==> src/hw/rtl/bpc_pkg.sv <==
// Package for the button press classifier: phase and event codes,
// configuration register indexes, the register struct and the reset values.
// No dependencies.
package bpc_pkg;

  localparam int unsigned TimeBitsDefault = 24;

  localparam int unsigned DebWidth  = 16;
  localparam int unsigned WinWidth  = 24;
  localparam int unsigned CfgIdxW   = 2;
  localparam int unsigned CfgDataW  = 24;

  localparam logic [DebWidth-1:0] DebounceTicksRst    = 16'd20;
  localparam logic [WinWidth-1:0] LongPressTicksRst   = 24'd1000;
  localparam logic [WinWidth-1:0] SecondPressTicksRst = 24'd400;

  typedef enum logic [3:0] {
    PhIdle     = 4'd0,
    PhDebPress = 4'd1,
    PhSingle   = 4'd2,
    PhLongWait = 4'd3,
    PhLong     = 4'd4,
    PhWaitRel  = 4'd5,
    PhSecWait  = 4'd6,
    PhSecDeb   = 4'd7,
    PhDouble   = 4'd8,
    PhDebRel   = 4'd9
  } phase_e;

  typedef enum logic [1:0] {
    EvNone   = 2'd0,
    EvSingle = 2'd1,
    EvLong   = 2'd2,
    EvDouble = 2'd3
  } press_event_e;

  typedef enum logic [CfgIdxW-1:0] {
    CfgDebounceTicks    = 2'd0,
    CfgLongPressTicks   = 2'd1,
    CfgSecondPressTicks = 2'd2
  } cfg_idx_e;

  typedef struct packed {
    logic [DebWidth-1:0] debounce_ticks;
    logic [WinWidth-1:0] long_press_ticks;
    logic [WinWidth-1:0] second_press_ticks;
  } cfg_t;

endpackage

==> src/hw/rtl/bpc_in_if.sv <==
// Tick input channel of the button press classifier.
// Depends on nothing.
interface bpc_in_if;
  logic valid;
  logic ready;
  logic pin_level;

  modport source (output valid, output pin_level, input ready);
  modport sink   (input valid, input pin_level, output ready);
endinterface

==> src/hw/rtl/bpc_out_if.sv <==
// Result channel of the button press classifier.
// Depends on nothing.
interface bpc_out_if;
  logic       valid;
  logic       ready;
  logic [1:0] press_event;
  logic [3:0] phase_code;
  logic       phase_changed;

  modport source (output valid, output press_event, output phase_code,
                  output phase_changed, input ready);
  modport sink   (input valid, input press_event, input phase_code,
                  input phase_changed, output ready);
endinterface

==> src/hw/rtl/bpc_cfg_if.sv <==
// Configuration write channel of the button press classifier.
// Depends on bpc_pkg for index and data widths.
interface bpc_cfg_if;
  logic                          valid;
  logic                          ready;
  logic [bpc_pkg::CfgIdxW-1:0]   index;
  logic [bpc_pkg::CfgDataW-1:0]  data;

  modport source (output valid, output index, output data, input ready);
  modport sink   (input valid, input index, input data, output ready);
endinterface

==> src/hw/rtl/bpc_cfg_regs.sv <==
// Configuration registers of the button press classifier.
// Depends on bpc_pkg and bpc_cfg_if.
module bpc_cfg_regs (
  input  logic             clk_i,
  input  logic             rst_ni,
  bpc_cfg_if.sink          cfg_i,
  output bpc_pkg::cfg_t    cfg_o
);

  bpc_pkg::cfg_t cfg_q, cfg_d;

  assign cfg_i.ready = 1'b1;

  always_comb begin
    cfg_d = cfg_q;
    if (cfg_i.valid) begin
      case (cfg_i.index)
        bpc_pkg::CfgDebounceTicks: begin
          cfg_d.debounce_ticks = cfg_i.data[bpc_pkg::DebWidth-1:0];
        end
        bpc_pkg::CfgLongPressTicks: begin
          cfg_d.long_press_ticks = cfg_i.data[bpc_pkg::WinWidth-1:0];
        end
        bpc_pkg::CfgSecondPressTicks: begin
          cfg_d.second_press_ticks = cfg_i.data[bpc_pkg::WinWidth-1:0];
        end
        default: begin
          // unmapped index: write dropped
        end
      endcase
    end
  end

  always_ff @(posedge clk_i or negedge rst_ni) begin
    if (!rst_ni) begin
      cfg_q.debounce_ticks     <= bpc_pkg::DebounceTicksRst;
      cfg_q.long_press_ticks   <= bpc_pkg::LongPressTicksRst;
      cfg_q.second_press_ticks <= bpc_pkg::SecondPressTicksRst;
    end else begin
      cfg_q <= cfg_d;
    end
  end

  assign cfg_o = cfg_q;

endmodule

==> src/hw/rtl/button_press_classifier.sv <==
// Button press classifier: debounced single / long / double press detector.
// The result register loads on each tick transfer. Throughput: one tick per
// cycle unless the sink stalls; it is refilled in the same cycle it drains.
// Reset (async, active low): phase idle, counters zero, no result pending,
// registers at 20 / 1000 / 400 ticks.
// Depends on bpc_pkg, bpc_in_if, bpc_out_if, bpc_cfg_if, bpc_cfg_regs.
module button_press_classifier #(
  parameter int unsigned TimeBits = bpc_pkg::TimeBitsDefault
) (
  input  logic      clk_i,
  input  logic      rst_ni,
  bpc_in_if.sink    item_i,
  bpc_out_if.source result_o,
  bpc_cfg_if.sink   cfg_i
);

  // Compare width covers both the timer and the 24-bit window registers.
  localparam int unsigned CmpW =
      (TimeBits > bpc_pkg::WinWidth) ? TimeBits : bpc_pkg::WinWidth;

  bpc_pkg::cfg_t cfg;

  bpc_cfg_regs u_cfg_regs (
    .clk_i  (clk_i),
    .rst_ni (rst_ni),
    .cfg_i  (cfg_i),
    .cfg_o  (cfg)
  );

  // ---------------------------------------------------------------------
  // Handshake: a tick is taken whenever the result register is empty or
  // being drained this cycle.
  // ---------------------------------------------------------------------
  logic item_xfer;
  assign item_i.ready = !result_o.valid || result_o.ready;
  assign item_xfer    = item_i.valid && item_i.ready;

  // ---------------------------------------------------------------------
  // Classifier state
  // ---------------------------------------------------------------------
  bpc_pkg::phase_e                  phase_q, phase_d;
  logic [bpc_pkg::DebWidth-1:0]     dbc_q, dbc_d;
  logic [TimeBits-1:0]              elapsed_q, elapsed_d;

  logic                pressed;
  logic                dbc_done;
  logic [bpc_pkg::DebWidth-1:0] dbc_adv;
  logic                restart;
  logic [CmpW-1:0]     elapsed_ext;
  logic                over_long;
  logic                over_second;
  bpc_pkg::press_event_e event_code;

  assign pressed     = !item_i.pin_level;
  assign elapsed_ext = CmpW'(elapsed_q);
  assign over_long   = elapsed_ext > CmpW'(cfg.long_press_ticks);
  assign over_second = elapsed_ext > CmpW'(cfg.second_press_ticks);

  // Debounce: count up to debounce_ticks, then leave and clear.
  assign dbc_done = !(dbc_q < cfg.debounce_ticks);
  assign dbc_adv  = dbc_done ? '0 : dbc_q + 1'b1;

  // Next phase and counters
  always_comb begin
    phase_d = phase_q;
    dbc_d   = dbc_q;
    restart = 1'b0;
    case (phase_q)
      bpc_pkg::PhIdle: begin
        if (pressed) phase_d = bpc_pkg::PhDebPress;
      end
      bpc_pkg::PhDebPress: begin
        dbc_d = dbc_adv;
        if (dbc_done) begin
          restart = 1'b1;   // first press accepted: timer starts here
          phase_d = bpc_pkg::PhLongWait;
        end
      end
      bpc_pkg::PhSingle: begin
        phase_d = bpc_pkg::PhWaitRel;
      end
      bpc_pkg::PhLongWait: begin
        if (!pressed)      phase_d = bpc_pkg::PhSecWait;
        else if (over_long) phase_d = bpc_pkg::PhLong;
      end
      bpc_pkg::PhLong: begin
        phase_d = bpc_pkg::PhWaitRel;
      end
      bpc_pkg::PhWaitRel: begin
        if (!pressed) phase_d = bpc_pkg::PhDebRel;
      end
      bpc_pkg::PhSecWait: begin
        // window expiry wins over a press on the same tick
        if (over_second)  phase_d = bpc_pkg::PhSingle;
        else if (pressed) phase_d = bpc_pkg::PhSecDeb;
      end
      bpc_pkg::PhSecDeb: begin
        dbc_d = dbc_adv;
        if (dbc_done) phase_d = bpc_pkg::PhDouble;
      end
      bpc_pkg::PhDouble: begin
        phase_d = bpc_pkg::PhWaitRel;
      end
      bpc_pkg::PhDebRel: begin
        dbc_d = dbc_adv;
        if (dbc_done) phase_d = bpc_pkg::PhIdle;
      end
      default: begin
        phase_d = bpc_pkg::PhIdle;
      end
    endcase
  end

  // Event output: each event phase reports its code for one tick
  always_comb begin
    case (phase_q)
      bpc_pkg::PhSingle: event_code = bpc_pkg::EvSingle;
      bpc_pkg::PhLong:   event_code = bpc_pkg::EvLong;
      bpc_pkg::PhDouble: event_code = bpc_pkg::EvDouble;
      default:           event_code = bpc_pkg::EvNone;
    endcase
  end

  // Elapsed timer: compared above with the old value, then cleared or
  // incremented, saturating at all ones.
  always_comb begin
    if (restart)              elapsed_d = '0;
    else if (&elapsed_q)      elapsed_d = elapsed_q;
    else                      elapsed_d = elapsed_q + 1'b1;
  end

  always_ff @(posedge clk_i or negedge rst_ni) begin
    if (!rst_ni) begin
      phase_q   <= bpc_pkg::PhIdle;
      dbc_q     <= '0;
      elapsed_q <= '0;
    end else if (item_xfer) begin
      phase_q   <= phase_d;
      dbc_q     <= dbc_d;
      elapsed_q <= elapsed_d;
    end
  end

  // ---------------------------------------------------------------------
  // Result register
  // ---------------------------------------------------------------------
  logic       res_valid_q, res_valid_d;
  logic [1:0] res_event_q;
  logic [3:0] res_phase_q;
  logic       res_changed_q;

  always_comb begin
    res_valid_d = res_valid_q;
    if (item_xfer)           res_valid_d = 1'b1;
    else if (result_o.ready) res_valid_d = 1'b0;
  end

  always_ff @(posedge clk_i or negedge rst_ni) begin
    if (!rst_ni) begin
      res_valid_q <= 1'b0;
    end else begin
      res_valid_q <= res_valid_d;
    end
  end

  // payload: no reset needed
  always_ff @(posedge clk_i) begin
    if (item_xfer) begin
      res_event_q   <= event_code;
      res_phase_q   <= phase_d;
      res_changed_q <= (phase_d != phase_q);
    end
  end

  assign result_o.valid         = res_valid_q;
  assign result_o.press_event   = res_event_q;
  assign result_o.phase_code    = res_phase_q;
  assign result_o.phase_changed = res_changed_q;

endmodule
==> src/flat_wrapper.sv <==
// flat-port wrapper written by rule: the top's interface ports become plain ports
module button_press_classifier_flat 
#(
  parameter int unsigned TimeBits = bpc_pkg::TimeBitsDefault
)
  (clk_i, rst_ni, item_i_valid, item_i_pin_level, item_i_ready, result_o_valid, result_o_press_event, result_o_phase_code, result_o_phase_changed, result_o_ready, cfg_i_valid, cfg_i_index, cfg_i_data, cfg_i_ready);
  bpc_in_if item_i_i ();
  bpc_out_if result_o_i ();
  bpc_cfg_if cfg_i_i ();
  input  logic clk_i;
  input  logic rst_ni;
  input wire logic [$bits(item_i_i.valid)-1:0] item_i_valid;
  input wire logic [$bits(item_i_i.pin_level)-1:0] item_i_pin_level;
  output wire logic [$bits(item_i_i.ready)-1:0] item_i_ready;
  output wire logic [$bits(result_o_i.valid)-1:0] result_o_valid;
  output wire logic [$bits(result_o_i.press_event)-1:0] result_o_press_event;
  output wire logic [$bits(result_o_i.phase_code)-1:0] result_o_phase_code;
  output wire logic [$bits(result_o_i.phase_changed)-1:0] result_o_phase_changed;
  input wire logic [$bits(result_o_i.ready)-1:0] result_o_ready;
  input wire logic [$bits(cfg_i_i.valid)-1:0] cfg_i_valid;
  input wire logic [$bits(cfg_i_i.index)-1:0] cfg_i_index;
  input wire logic [$bits(cfg_i_i.data)-1:0] cfg_i_data;
  output wire logic [$bits(cfg_i_i.ready)-1:0] cfg_i_ready;
  assign item_i_i.valid = item_i_valid;
  assign item_i_i.pin_level = item_i_pin_level;
  assign item_i_ready = item_i_i.ready;
  assign result_o_valid = result_o_i.valid;
  assign result_o_press_event = result_o_i.press_event;
  assign result_o_phase_code = result_o_i.phase_code;
  assign result_o_phase_changed = result_o_i.phase_changed;
  assign result_o_i.ready = result_o_ready;
  assign cfg_i_i.valid = cfg_i_valid;
  assign cfg_i_i.index = cfg_i_index;
  assign cfg_i_i.data = cfg_i_data;
  assign cfg_i_ready = cfg_i_i.ready;
  button_press_classifier #(.TimeBits(TimeBits)) u_core (.clk_i(clk_i), .rst_ni(rst_ni), .item_i(item_i_i), .result_o(result_o_i), .cfg_i(cfg_i_i));
endmodule
==> config.mk <==
export PLATFORM = sky130hd
export DESIGN_NAME = button_press_classifier_flat
export DESIGN_NICKNAME = d
export VERILOG_FILES = /design/src/hw/rtl/bpc_pkg.sv /design/src/hw/rtl/bpc_in_if.sv /design/src/hw/rtl/bpc_out_if.sv /design/src/hw/rtl/bpc_cfg_if.sv /design/src/hw/rtl/bpc_cfg_regs.sv /design/src/hw/rtl/button_press_classifier.sv /design/src/flat_wrapper.sv
export SDC_FILE = /design/constraint.sdc
export NUM_CORES = 1
export LEC_CHECK = 0
export BUFFER_PORTS_ARGS = -buffer_cell sky130_fd_sc_hd__buf_4
export CAP_MARGIN = 0
export CELL_PAD_IN_SITES_DETAIL_PLACEMENT = 0
export CELL_PAD_IN_SITES_GLOBAL_PLACEMENT = 1
export CORE_AREA = 2 2 165 103
export CTS_CLUSTER_DIAMETER = 30
export DETAILED_ROUTE_END_ITERATION = 16
export DIE_AREA = 0 0 167 105
export GPL_TIMING_DRIVEN = 0
export PLACE_DENSITY = 0.79
export REMOVE_ABC_BUFFERS = 1
export SYNTH_ARGS = -nofsm -noshare
export SYNTH_HDL_FRONTEND = slang
export SYNTH_HIERARCHICAL = 1
export SYNTH_SLANG_ARGS = --single-unit
==> constraint.sdc <==
create_clock -name clk_i -period 2.6 [get_ports clk_i]
set_input_delay 0.39 -clock clk_i [delete_from_list [all_inputs] [get_ports clk_i]]
set_output_delay 0.39 -clock clk_i [all_outputs]
set_load 0.02 [all_outputs]
==> results.yml <==
pwr:
  pwr_density_cell_mw_per_mm2: 786
  clkPwrFrac_pct: 36.4
  pwr-share-comb_pct: 26.0
  seq_power_share_pct: 37.6
  p_sw_share_pct: 32.2
  leakagePower_nw: 3.92
  p_sw_mw: 2.16
  p_int_mw: 4.53
  irDropWorstVdd_mv: 0.539
  total_power_mw: 6.69
finish:
  drive_gt1_share_pct: 29.8
  design_area_sq_mm: 0.00850
  n_fill_cell: 1382
  nNetsFinal: 828
  final_cells: 953
  register_area_sq_mm: 0.00296
  multiInputGateArea_sq_mm: 0.00379
  syn_to_final_growth_pct: 23.0
  antenna_cells: 0
place:
  place_area_sq_mm: 0.00737
  hpwl_um: 11600
  dp_cells: 896
  globalplace.congestion: 0.878
  portBuffers: 40
drt:
  num_vias: 5274
  dr.pass1.iters: 5
  drtIter0Drc: 333
  drc: 0
  antenna_left: 0
  drt-vias-per-instance: 5.53
  detail_route.wl_per_cell_um: 17.5
  drt_wl_total_um: 16700
synth:
  yosysWarningCount: 6
  ys_async_sr_fraction_pct: 94.0
  yosysSeqAreaShare_pct: 42.7
  avgSynthCellArea_sq_um: 10.4
  synthFlopType: "dfrtp_1"
  yosysUniqueCellTypes: 62
  synth-edff-count: 7
  synthCells: 665
  ys_ff_latch: 116
  syn_area_sq_mm: 0.00691
timing:
  worst_hold_slack_ns: 0.212
  finalHoldViolCount: 0
  relSlewSlack_pct: 41.6
  period_minus_slack_ns: 2.61
  skew_ns: 0.0109
  layout_setup_ws_ns: -0.00986
  drv_slew: 0
  clock.fmax_ghz: 0.383
  tns_ns: -0.00986
  period_share_pct: 100
  finalSetupViolCount: 1
  worst_pin_slew_ns: 0.876
  rsz0062_at_grt: "yes"
grt:
  grt_pass1_vias: 5405
  grt_max_degree: 110
  grt.overflow.total: 0
  grt_pass1_wl_um: 27400
  grtUsageTotal_pct: 19.6
  antenna_found_initial: 0
floorplan:
  start_util_pct: 43.5
  die_x_um: 167
  rows: 36
  die_area_sq_mm: 0.0175
  io_pins: 42
  die_h_um: 105
  coreArea_sq_mm: 0.0159
clock_tree:
  numClockSinks: 116
  cts-root-buf: "clkbuf_16"
  cts.htree.levels: 4
  cts_tree: "yes"
  clockBufferDepth: 2
  numCtsBuffers: 17
  clock_latency_ns: 0.41
  path_clk_slew_ns: 0.06
outcome:
  status: "finished with violations"
  violations: "negative setup slack"
worst_setup_path:
  cp_max_fo: 5
  r2r-end: "u_core/result_o.phase_changed"
  r2r-start: "u_core/elapsed_ext[13]"
  critPathRequiredTime_ns: 2.73
  crit_path_end: "u_core/result_o.phase_changed"
  critPathLaunchType: "flip-flop"
  crit_type: "flip-flop to flip-flop"
  end_kind: "flip-flop"
  r2r_slack_ns: -0.01
  arrival_ns: 2.74
  r2r_cells: 8
  crit_start: "u_core/elapsed_ext[13]"
min_path:
  holdCritPathClass: "primary input to flip-flop"
job:
  cap_viol_max_count: 0
final cells by class:
type	count	area share (%)
clock buffers	18	5.16
multi-input cells	456	44.6
clock inverters	14	2.07
repair buffers	66	7.05
well taps	209	3.08
flip-flops and latches	116	34.8
inverters	74	3.27
how the worst min path moves through the flow:
stage                                startpoint                          end  slack [ns]  cells past startpoint
floorplan                                rst_ni              u_core/dbc_q[0]        0.09                      0
global placement    u_core/u_cfg_regs/cfg_o[15]  u_core/u_cfg_regs/cfg_o[15]        0.49                      1
detailed placement  u_core/u_cfg_regs/cfg_o[18]  u_core/u_cfg_regs/cfg_o[18]        0.49                      1
CTS                                item_i_valid        u_core/result_o.valid        0.18                      2
global route                       item_i_valid        u_core/result_o.valid        0.20                      2
finish                             item_i_valid        u_core/result_o.valid        0.21                      2
power groups by stage:
| stage | Clock, mW | Combinational, mW | Sequential, mW |
|---|---|---|---|
| finish | 2.43 | 1.74 | 2.51 |
| global route | 2.57 | 1.97 | 2.56 |
| CTS | 2.47 | 1.67 | 2.50 |
| detailed placement | 0 | 1.60 | 2.53 |
| global placement | 0 | 1.53 | 2.50 |
| floorplan | 0 | 1.15 | 2.46 |
state kept, by name, indices dropped and copies added (netlist names):
name                           count
u_core/phase_q                     4
u_core/dbc_q                      16
u_core/result_o.valid              1
u_core/result_o.press_event        2
u_core/u_cfg_regs/cfg_o           64
u_core/result_o.phase_code         4
u_core/elapsed_ext                24
u_core/result_o.phase_changed      1
critical path, cell delays in order (launching register included):
cell      delay, ns
dfrtp_2        0.45
ha_1           0.31
nand4_1        0.26
or3_4          0.47
nor4_4         0.33
o211ai_1       0.14
o221ai_2       0.12
a211o_1        0.14
nand4_1        0.12
Yosys cell counts, drive strengths merged, types with 8 or more instances:
| cell | number | area, sq um |
|---|---|---|
| xor2 | 27 | 236 |
| mux2 | 67 | 758 |
| nand2b | 8 | 57.6 |
| nand3 | 10 | 55.1 |
| buf | 12 | 88.8 |
| o2111ai | 11 | 96.3 |
| inv | 74 | 278 |
| a21oi | 33 | 165 |
| nand2 | 38 | 143 |
| dfstp | 11 | 289 |
| nand4 | 25 | 156 |
| o21ai | 27 | 135 |
| and3 | 8 | 50.1 |
| nor2 | 57 | 214 |
| o211ai | 10 | 75.1 |
| ha | 65 | 813 |
| dfrtp | 98 | 2450 |
repair_timing:
| action | in CTS | in global routing |
|---|---|---|
| buffers inserted | 16 | 5 |
| endpoints found under the setup margin | 40 | 39 |
| gates resized for setup | 24 | 26 |
| hold endpoints to repair | 0 | 19 |
| gates cloned | 1 | 1 |
| pin swaps | 11 | 9 |
| hold buffers | 0 | 1 |
stage by stage:
step / util, % / setup WS [ns]
2_1_floorplan: - / -0.544
3_3_place_gp: 46.2 / -1.03
3_5_place_dp: 46.3 / -0.600
4_1_cts: 52.2 / -0.00138
5_1_grt: 53.5 / -0.112
6_report: 53.5 / -0.00986
layer usage:
| metal | vias to the layer above | routed length (um) | part of all wire [%] | global-route usage, % |
|---|---|---|---|---|
| li1 | 2505 | - | - | - |
| met1 | 2620 | 8440 | 51 | 29.0 |
| met2 | 137 | 7190 | 43 | 29.1 |
| met3 | 12 | 908 | 5.5 | 4.73 |
| met4 | 0 | 116 | 0.70 | 4.31 |
| met5 | - | 0 | 0 | 0 |
placed cells by master, fill, tap and decap left out, types with 8 or more instances in the layout:
cell	Yosys	routed
nor2_1	57	53
o2111ai_1	11	9
o211ai_1	10	10
dfrtp_1	98	91
nand3_1	9	9
nand4_1	25	25
o21ai_0	27	24
inv_1	74	71
nand2_1	38	38
clkbuf_16	0	18
buf_4	4	58
ha_1	65	57
ha_4	0	8
dfstp_2	11	11
xor2_1	27	27
mux2_2	66	65
a21oi_1	33	33
logic make-up after synthesis:
kind of cell    after synthesis  synth area share (%)
compound gates              112                  11.2
xor+xnor                     33                  4.18
fa+ha+maj                    65                  11.8
buf+inv                      93                  5.97
flops                       116                  42.7
mux                          67                  11.0
other cells                   1                0.0542
simple gates                178                  13.2
Power figures use the tool's default switching activity.
